$ cat config.mk
export PLATFORM = sky130hd
export DESIGN_NAME = rc_receiver_frame_decoder
export DESIGN_NICKNAME = d
export VERILOG_FILES = /design/src/rcfd_pkg.sv /design/src/rc_receiver_frame_decoder.sv /design/src/rcfd_decode.sv /design/src/rcfd_emit.sv
export SDC_FILE = /design/constraint.sdc
export NUM_CORES = 1
export LEC_CHECK = 0
export BUFFER_PORTS_ARGS = -buffer_cell sky130_fd_sc_hd__buf_4
export CORE_MARGIN = 3
export CORE_UTILIZATION = 52
export CTS_CLUSTER_DIAMETER = 40
export CTS_CLUSTER_SIZE = 28
export DETAILED_ROUTE_END_ITERATION = 6
export PLACE_DENSITY = 0.76
export SLEW_MARGIN = 20
export SYNTH_ARGS = -nofsm -noshare
export SYNTH_HDL_FRONTEND = slang
export SYNTH_HIERARCHICAL = 1
export SYNTH_SLANG_ARGS = --single-unit
$ cat constraint.sdc
create_clock -name aclk -period 7.5 [get_ports aclk]
set_input_delay 1.125 -clock aclk [delete_from_list [all_inputs] [get_ports aclk]]
set_output_delay 1.125 -clock aclk [all_outputs]
set_load 0.03 [all_outputs]
$ cat src/rcfd_pkg.sv
`timescale 1ns / 1ps
// ----------------------------------------------------------------------------
// rcfd_pkg - shared types and constants of the RC receiver frame decoder
// Frame layout, header bytes, result field offsets and the frame record
// passed from the byte decoder to the result emitter.
// ----------------------------------------------------------------------------
package rcfd_pkg;

    localparam int BYTE_W   = 8;
    localparam int CHAN_W   = 16;
    localparam int POS_W    = 5;
    localparam int NUM_CH   = 14;
    localparam int CH_IDX_W = 4;

    // Result beat layout in m_tdata, lowest bit first
    localparam int OUT_IDX_LSB = 0;
    localparam int OUT_VAL_LSB = OUT_IDX_LSB + CH_IDX_W;
    localparam int OUT_HDR_BIT = OUT_VAL_LSB + CHAN_W;
    localparam int OUT_CK_BIT  = OUT_HDR_BIT + 1;
    localparam int OUT_USED_W  = OUT_CK_BIT + 1;
    localparam int OUT_DATA_W  = ((OUT_USED_W + 7) / 8) * 8;

    // Byte positions within a frame
    localparam logic [POS_W-1:0] POS_HDR0     = 5'd0;
    localparam logic [POS_W-1:0] POS_HDR1     = 5'd1;
    localparam logic [POS_W-1:0] POS_FIRST_HI = 5'd3;
    localparam logic [POS_W-1:0] POS_CK_LO    = 5'd30;
    localparam logic [POS_W-1:0] POS_CK_HI    = 5'd31;

    localparam logic [BYTE_W-1:0]   HDR0_BYTE = 8'h20;
    localparam logic [BYTE_W-1:0]   HDR1_BYTE = 8'h40;
    localparam logic [CH_IDX_W-1:0] LAST_CH   = 4'(NUM_CH - 1);

    // Snapshot of one finished frame
    typedef struct packed {
        logic                           header_ok;
        logic                           checksum_ok;
        logic [NUM_CH-1:0][CHAN_W-1:0]  values;
    } rcfd_frame_t;

endpackage

$ cat src/rc_receiver_frame_decoder.sv
`timescale 1ns / 1ps
// ----------------------------------------------------------------------------
// rc_receiver_frame_decoder - fixed 32-byte RC receiver frame decoder
// Accepts one byte per beat, tracks header, checksum and channel values,
// and emits the 14 stored channels at the end of each frame.
// ----------------------------------------------------------------------------
// Throughput: one byte per cycle, except while a frame-end byte waits for the emitter;
//   a frame's 14 results leave one per cycle while m_tready is high.
// Path: a frame's last byte passes the input register, the snapshot register and
//   the output register; a frame-end byte stalls only while the previous frame's results are still draining.
// Reset: synchronous on aresetn low; frame position, checksum, header flags
//   and all channel values return to zero, and no result is pending.
module rc_receiver_frame_decoder
    import rcfd_pkg::*;
(
    input  logic                   aclk,
    input  logic                   aresetn,
    input  logic                   s_tvalid,
    output logic                   s_tready,
    input  logic [BYTE_W-1:0]      s_tdata,   // [7:0] data_byte
    output logic                   m_tvalid,
    input  logic                   m_tready,
    // [3:0] channel_index, [19:4] channel_value, [20] header_ok,
    // [21] checksum_ok, [23:22] zero
    output logic [OUT_DATA_W-1:0]  m_tdata,
    output logic                   m_tlast    // last_of_frame
);

    logic         frame_valid;
    logic         frame_ready;
    rcfd_frame_t  frame;

    rcfd_decode u_decode (
        .aclk          (aclk),
        .aresetn       (aresetn),
        .s_tvalid      (s_tvalid),
        .s_tready      (s_tready),
        .s_tdata       (s_tdata),
        .frame_valid_o (frame_valid),
        .frame_ready_i (frame_ready),
        .frame_o       (frame)
    );

    rcfd_emit u_emit (
        .aclk          (aclk),
        .aresetn       (aresetn),
        .frame_valid_i (frame_valid),
        .frame_ready_o (frame_ready),
        .frame_i       (frame),
        .m_tvalid      (m_tvalid),
        .m_tready      (m_tready),
        .m_tdata       (m_tdata),
        .m_tlast       (m_tlast)
    );

endmodule

$ cat src/rcfd_decode.sv
`timescale 1ns / 1ps
// ----------------------------------------------------------------------------
// rcfd_decode - byte register and frame decoder
// Registers each input beat, counts it into its 32-byte frame, checks the
// header, accumulates the checksum and updates the stored channel values.
// ----------------------------------------------------------------------------
module rcfd_decode
    import rcfd_pkg::*;
(
    input  logic               aclk,
    input  logic               aresetn,
    input  logic               s_tvalid,
    output logic               s_tready,
    input  logic [BYTE_W-1:0]  s_tdata,
    output logic               frame_valid_o,
    input  logic               frame_ready_i,
    output rcfd_frame_t        frame_o
);

    logic                           in_valid_reg, in_valid_next;
    logic [BYTE_W-1:0]              in_byte_reg;
    logic [POS_W-1:0]               pos_reg, pos_next;
    logic [CHAN_W-1:0]              sum_reg, sum_next;
    logic                           first_hdr_reg, first_hdr_next;
    logic                           hdr_reg, hdr_next;
    logic [BYTE_W-1:0]              low_reg, low_next;
    logic [BYTE_W-1:0]              ck_low_reg, ck_low_next;
    logic [NUM_CH-1:0][CHAN_W-1:0]  chan_reg, chan_next;
    logic                           consume;
    logic [POS_W-1:0]               ch_off;
    logic [CH_IDX_W-1:0]            ch_idx;
    logic                           is_hi_byte;

    // Hold the frame-end beat until the emitter can take a snapshot
    assign consume  = in_valid_reg && ((pos_reg != POS_CK_HI) || frame_ready_i);
    assign s_tready = !in_valid_reg || consume;

    assign ch_off     = pos_reg - POS_FIRST_HI;
    assign ch_idx     = ch_off[CH_IDX_W:1];
    assign is_hi_byte = pos_reg[0] && (pos_reg inside {[POS_FIRST_HI : POS_CK_LO - 5'd1]});

    // Frame decode of the registered beat
    always_comb begin
        in_valid_next  = s_tready ? s_tvalid : in_valid_reg;
        pos_next       = pos_reg;
        sum_next       = sum_reg;
        first_hdr_next = first_hdr_reg;
        hdr_next       = hdr_reg;
        low_next       = low_reg;
        ck_low_next    = ck_low_reg;
        chan_next      = chan_reg;
        if (consume) begin
            pos_next = (pos_reg == POS_CK_HI) ? POS_HDR0 : pos_reg + 5'd1;
            if (pos_reg < POS_CK_LO) begin
                sum_next = sum_reg + CHAN_W'(in_byte_reg);
            end
            case (pos_reg)
                POS_HDR0: begin
                    sum_next       = CHAN_W'(in_byte_reg);
                    first_hdr_next = (in_byte_reg == HDR0_BYTE);
                end
                POS_HDR1: begin
                    hdr_next = first_hdr_reg && (in_byte_reg == HDR1_BYTE);
                end
                POS_CK_LO: begin
                    ck_low_next = in_byte_reg;
                end
                POS_CK_HI: begin
                end
                default: begin
                    if (is_hi_byte) begin
                        if (hdr_reg) begin
                            chan_next[ch_idx] = {in_byte_reg, low_reg};
                        end
                    end else begin
                        low_next = in_byte_reg;
                    end
                end
            endcase
        end
    end

    // Frame record, valid on the consumed last beat
    assign frame_valid_o         = consume && (pos_reg == POS_CK_HI);
    assign frame_o.header_ok     = hdr_reg;
    assign frame_o.checksum_ok   = ({in_byte_reg, ck_low_reg} == ~sum_reg);
    assign frame_o.values        = chan_reg;

    always_ff @(posedge aclk) begin
        if (!aresetn) begin
            in_valid_reg  <= 1'b0;
            pos_reg       <= POS_HDR0;
            sum_reg       <= '0;
            first_hdr_reg <= 1'b0;
            hdr_reg       <= 1'b0;
            low_reg       <= '0;
            ck_low_reg    <= '0;
            chan_reg      <= '0;
        end else begin
            in_valid_reg  <= in_valid_next;
            pos_reg       <= pos_next;
            sum_reg       <= sum_next;
            first_hdr_reg <= first_hdr_next;
            hdr_reg       <= hdr_next;
            low_reg       <= low_next;
            ck_low_reg    <= ck_low_next;
            chan_reg      <= chan_next;
        end
    end

    // Load the input register whenever it frees up
    always_ff @(posedge aclk) begin
        if (s_tready && s_tvalid) begin
            in_byte_reg <= s_tdata;
        end
    end

    // A snapshot is only offered when the emitter has room
    a_frame_room: assert property (@(posedge aclk) disable iff (!aresetn)
        frame_valid_o |-> frame_ready_i)
        else $error("frame offered while emitter busy");

    // A stalled beat stays in the input register
    a_beat_held: assert property (@(posedge aclk) disable iff (!aresetn)
        (in_valid_reg && !consume) |=> (in_valid_reg && $stable(in_byte_reg)))
        else $error("stalled beat lost");

    // Frame end falls only on the last position
    a_frame_pos: assert property (@(posedge aclk) disable iff (!aresetn)
        frame_valid_o |=> (pos_reg == POS_HDR0))
        else $error("frame end did not wrap position");

endmodule

$ cat src/rcfd_emit.sv
`timescale 1ns / 1ps
// ----------------------------------------------------------------------------
// rcfd_emit - result emitter
// Holds a snapshot of a finished frame and sends its 14 channel results
// through a registered output stage, one per beat.
// ----------------------------------------------------------------------------
module rcfd_emit
    import rcfd_pkg::*;
(
    input  logic                   aclk,
    input  logic                   aresetn,
    input  logic                   frame_valid_i,
    output logic                   frame_ready_o,
    input  rcfd_frame_t            frame_i,
    output logic                   m_tvalid,
    input  logic                   m_tready,
    output logic [OUT_DATA_W-1:0]  m_tdata,
    output logic                   m_tlast
);

    logic [NUM_CH-1:0][CHAN_W-1:0]  buf_val_reg;
    logic                           buf_hdr_reg;
    logic                           buf_ck_reg;
    logic                           busy_reg, busy_next;
    logic [CH_IDX_W-1:0]            idx_reg, idx_next;
    logic                           m_valid_reg, m_valid_next;
    logic [CH_IDX_W-1:0]            m_idx_reg;
    logic [CHAN_W-1:0]              m_val_reg;
    logic                           m_hdr_reg;
    logic                           m_ck_reg;
    logic                           m_last_reg;
    logic                           out_load;
    logic                           frame_load;

    assign frame_ready_o = !busy_reg;
    assign frame_load    = frame_valid_i && !busy_reg;
    assign out_load      = busy_reg && (!m_valid_reg || m_tready);

    // Advance through the snapshot one channel per free output slot
    always_comb begin
        busy_next    = busy_reg;
        idx_next     = idx_reg;
        m_valid_next = m_valid_reg;
        if (m_tready) begin
            m_valid_next = 1'b0;
        end
        if (frame_load) begin
            busy_next = 1'b1;
            idx_next  = '0;
        end
        if (out_load) begin
            m_valid_next = 1'b1;
            idx_next     = idx_reg + 4'd1;
            if (idx_reg == LAST_CH) begin
                busy_next = 1'b0;
            end
        end
    end

    always_ff @(posedge aclk) begin
        if (!aresetn) begin
            busy_reg    <= 1'b0;
            idx_reg     <= '0;
            m_valid_reg <= 1'b0;
        end else begin
            busy_reg    <= busy_next;
            idx_reg     <= idx_next;
            m_valid_reg <= m_valid_next;
        end
    end

    // Capture the snapshot and load the output register
    always_ff @(posedge aclk) begin
        if (frame_load) begin
            buf_val_reg <= frame_i.values;
            buf_hdr_reg <= frame_i.header_ok;
            buf_ck_reg  <= frame_i.checksum_ok;
        end
        if (out_load) begin
            m_idx_reg  <= idx_reg;
            m_val_reg  <= buf_val_reg[idx_reg];
            m_hdr_reg  <= buf_hdr_reg;
            m_ck_reg   <= buf_ck_reg;
            m_last_reg <= (idx_reg == LAST_CH);
        end
    end

    assign m_tvalid = m_valid_reg;
    assign m_tlast  = m_last_reg;
    assign m_tdata  = {(OUT_DATA_W - OUT_USED_W)'(0), m_ck_reg, m_hdr_reg, m_val_reg, m_idx_reg};

    // The last beat of a frame always reports the top channel
    a_last_idx: assert property (@(posedge aclk) disable iff (!aresetn)
        (m_valid_reg && m_last_reg) |-> (m_idx_reg == LAST_CH))
        else $error("tlast on wrong channel");

    // Snapshot index never runs past the channel count
    a_idx_range: assert property (@(posedge aclk) disable iff (!aresetn)
        busy_reg |-> (idx_reg <= LAST_CH))
        else $error("snapshot index out of range");

    // Emission always starts at channel zero
    a_first_idx: assert property (@(posedge aclk) disable iff (!aresetn)
        frame_load |=> (busy_reg && (idx_reg == '0)))
        else $error("emission did not restart at channel zero");

endmodule
# Word-level counts from Yosys, hierarchy flattened
# Cells that the tools add are included.
# totals
in_bits,12
wordCells,108
output_inout_bits,27
regBits,527
# classes
n_reduce_logical,26
addsub,4
mux,15
eq_ne,8
n_bitwise,3
order_cmp,6
# ops
cell,n
$bwmux 224,1
$bmux 16 s4,1
$demux 16 s4,1
$mux 16,4
$add 16x8->16,1
$eq 16x16->1,1
$not 16->16,1
$eq 5x5->1 const B,2
$lt 4x5->1 const B,2
$logic_and 1x1->1,9
$eq 8x6->1 const B,1
$eq 8x7->1 const B,1
$mux 4,2
$reduce_and 2->1,4
$reduce_bool 2->1,3
$add 5x1->5 const B,1
$eq 5x1->1 const B,1
$ge 5x2->1 const B,1
$le 5x5->1 const B,1
$logic_not 5->1,1
$lt 5x5->1 const B,1
$mux 1,5
$mux 5,1
$ne 5x5->1 const B,1
10 further kinds,15

# Longest topological paths before layout
# logic_depth
word_depth,8
mapped_depth,12
mapped_depth_nobuf,10

# Modules after synthesis
# Netlist, hierarchy kept.
# by_module_without_submodules
mod,instances,seq_area_each_um2,area_each_um2,cells_per_inst
rcfd_decode,1,5525.3,10889.2,1078
rcfd_emit,1,7597.3,9708.1,468

# Least setup slack after synthesis
# OpenSTA, ideal clock, no wires.
# synth_timing
path_type,reg2reg
from,register u_decode.pos_reg[1]
to,"register u_emit.buf_ck_reg, enable pin"
arrival_time_ns,6.218
path_stages_with_launch,11
n_path_buf,2
slack_ns,0.703
setup_ns,0.579
required_ns,6.921
period_less_slack_ns,6.797
path_cell_list,dfxtp_1 -> ha_1 -> buf_2 -> and3_1 -> ha_1 -> nand2b_1 -> nand2_1 -> buf_2 -> nor2_1 -> nand2b_1 -> inv_1
# synth_via
elab_chain_cells,5
elab_cells_between_ends,6
classes_between,eq/ne: 2; reduce/logical: 4
# synth_rtl
item,line,rtl
"start, declared",rcfd_decode.sv:22,"logic [POS_W-1:0] pos_reg, pos_next;"
"start signal, assigned",rcfd_decode.sv:101,pos_reg <= pos_next;
$ne 5x5->1,rcfd_decode.sv:35,assign consume = in_valid_reg && ((pos_reg != POS_CK_HI) || frame_ready_i);
$logic_or 1x1->1,rcfd_decode.sv:35,
$logic_and 1x1->1,rcfd_decode.sv:35,
$logic_and 1x1->1 *,rcfd_decode.sv:84,assign frame_valid_o = consume && (pos_reg == POS_CK_HI);
named net frame_valid,rc_receiver_frame_decoder.sv:29,logic frame_valid;
$logic_and 1x1->1 *,rcfd_emit.sv:36,assign frame_load = frame_valid_i && !busy_reg;
named net u_emit.frame_load,rcfd_emit.sv:33,logic frame_load;
"end signal, assigned",rcfd_emit.sv:77,buf_ck_reg <= frame_i.checksum_ok;
"end, declared",rcfd_emit.sv:23,logic buf_ck_reg;
# Mark *: on every way through the listed nets, which the timed path passes. The rest lies on a longest branch.
# A chain may end at the register's enable or synchronous reset.

# Worst setup path in the final report
# layout_timing
from,register u_decode.pos_reg[1]
to,output s_tready
# layout_via
elab_chain_cells,4
# layout_rtl
item,line,rtl
$ne 5x5->1,rcfd_decode.sv:35,
$logic_or 1x1->1,rcfd_decode.sv:35,
$logic_and 1x1->1,rcfd_decode.sv:35,
$logic_or 1x1->1,rcfd_decode.sv:36,assign s_tready = !in_valid_reg || consume;
"end, declared",rc_receiver_frame_decoder.sv:19,"output logic s_tready,"
# No other way between the ends.

==> results.ini <==
[outcome]
status=complete, no violations

[setup_path]
worstSetupEndpointType=output port
critPathArrivalTime_ns=3.03
critPathKind=reg -> out
worst_ep_required_time_ns=6.38
timing.rr.start=u_decode/pos_reg[1]
cp-startpoint=u_decode/pos_reg[1]
crit_path_max_fanout=12
cp-start-kind=register

[grt]
grt_first_pass_wirelength_um=66920
antenna_found_initial=0
grtUsageTotal_pct=20.66
grt_max_degree=111
grt.overflow.total=0
grt_pass1_vias=11880

[power_and_ir_drop]
p_leak_nw=8.703
ir_worst_vdd_v=0.0001891
p_per_area_nw_per_um2=258.0
p_total_mw=5.935

[cells_and_area]
fin_area_um2=23000
area_growth_pct=11.69
final_core_util_pct=59.11
multi_input_area_um2=6863
final_cell_mix=283 x mux2i_1, 275 x nand2_1, 268 x dfxtp_1, 257 x edfxtp_1, 57 x clkbuf_16
final_common_cell=mux2i_1
drive_above_1_share_pct=13.94
nFillCells=2933
antenna-diode-count=0
fin_nets=1575
seq_area_um2=13130
fin_cells=2111

[yosys]
syn-instance-count=1546
ys_ff_latch=527
synth-edff-count=257
synth_cell_type_count=65
synthFlopType=dfxtp_1
async_flop_share_pct=0
ys_seq_area_share_pct=63.71
netlist_area_um2=20600
synth_area_per_cell_um2=13.32
ys.warnings.count=6

[timing]
slew_headroom_pct=35.59
fin_ws_ns=3.348
max_freq_ghz=0.2408
period_share_pct=55.36
maxSlewViolCount=0
hold_violations=0
tightest_slew_ns=0.9661
holdWs_ns=0.4178
setup_viol=0
rsz0062_at_grt=no
finalSetupTns_ns=0
finClkSkew_ns=0.01666
period_needed_ns=4.152

[die]
start_util_pct=52.93
die_h_um=205.0
dieWidth_um=205.0
die-area_um2=42030
rows=72
ios=39
core_area_um2=38920

[cts]
post_cts_buffers=0
cts_max_path_buffers=3
h-tree-depth=2
cts.sinks=527
cts_root_buffer=clkbuf_16
numCtsBuffers=54
cts_resized=0
cts_tree=built
path_clk_slew_ns=0.07
clk_latency_ns=0.59
ctsHoldBuffers=0

[routing]
ant_nets=0
wl_per_cell_um=20.52
drc_errors=0
drt-initial-drc-count=987
firstDrtPassIters=5
wl_um=43320
vias=12010
vias_per_cell=5.688

[placed_design]
dpl_cell_area_um2=21050
port_buffers=36
place_ws_ns=3.427
dpl.hpwl_um=24580
routabilityCongestion=0.8190
placedCellCount=2009

[hold_path]
holdCritStartpoint=u_decode/frame_o[215]
hp-class=reg -> reg

[job]
maxCapViolCount=0

routing by layer:
layer | part of all wire [%] | global-route usage (%)
met4 | 2.4 | 5.834
met3 | 6.1 | 3.178
met2 | 48 | 34.34
met5 | 0 | 0
met1 | 44 | 28.42
cells by family (layout without fill, tap and decap cells):
family,Yosys count,count (layout),share of synthesized area (%)
adders and majority gates,16,16,1.008
xor gates and xnor gates,24,24,1.021
AOI/OAI and AO/OA,130,130,3.997
muxes,322,322,18.02
buffers and inverters,114,160,3.031
and+or+nand+nor,412,412,9.197
other,1,2,0.01821
DFF,527,527,63.71
cell usage after synthesis (4+ instances only):
library cell	instances	area, µm²
mux2i_1	283	2833
nand2_1	275	1032
dfxtp_1	270	5405
edfxtp_1	257	7717
clkbuf_1	56	210.2
mux4_2	39	878.3
a21oi_1	31	155.2
nor2b_1	31	193.9
o21ai_0	28	140.1
buf_4	22	165.2
xor2_1	21	183.9
nor2_1	20	75.07
ha_1	15	187.7
o21ai_1	15	75.07
nand2_2	14	87.58
nand3_1	14	70.07
buf_2	13	65.06
inv_1	12	45.04
o32ai_1	10	87.58
o22ai_1	9	56.30
or3_1	8	50.05
o211ai_1	7	52.55
a31oi_1	6	37.54
nand2b_1	6	37.54
nand4_1	6	37.54
and3_1	5	31.28
buf_6	5	56.30
nor4_1	4	25.02
o21ai_2	4	35.03
or2_2	4	25.02
power by group:
part / total [mW] / internal [mW] / switching (mW)
clock network: 2.81 / 1.58 / 1.23
registers: 3.01 / 3.00 / 0.0155
logic: 0.111 / 0.0342 / 0.0767
cell type report:
class,count,share of cell area [%]
Multi-Input combinational cell,906,29.83
Tap cell,518,2.817
Timing Repair Buffer,46,1.588
Inverter,12,0.2284
Clock buffer,61,6.353
Clock inverter,41,2.116
Sequential cell,527,57.07
worst max-delay path, cell delays in order, from the launching register on:
cell	delay (ns)
dfxtp_1	0.57
ha_1	0.54
and3_1	0.23
ha_1	0.25
nor2b_1	0.50
nand2_1	0.16
buf_4	0.20
worst paths after layout:
path	depth (start not counted)	end	slack, ns
worst max-delay path	6	s_tready	3.35
worst min-delay path	0	u_emit/buf_val_reg[215]	0.42
worst max register to register	9	u_emit/buf_val_reg[54]	3.60
worst min register to register	0	u_emit/buf_val_reg[215]	0.42
Power figures use the tool's default switching activity.
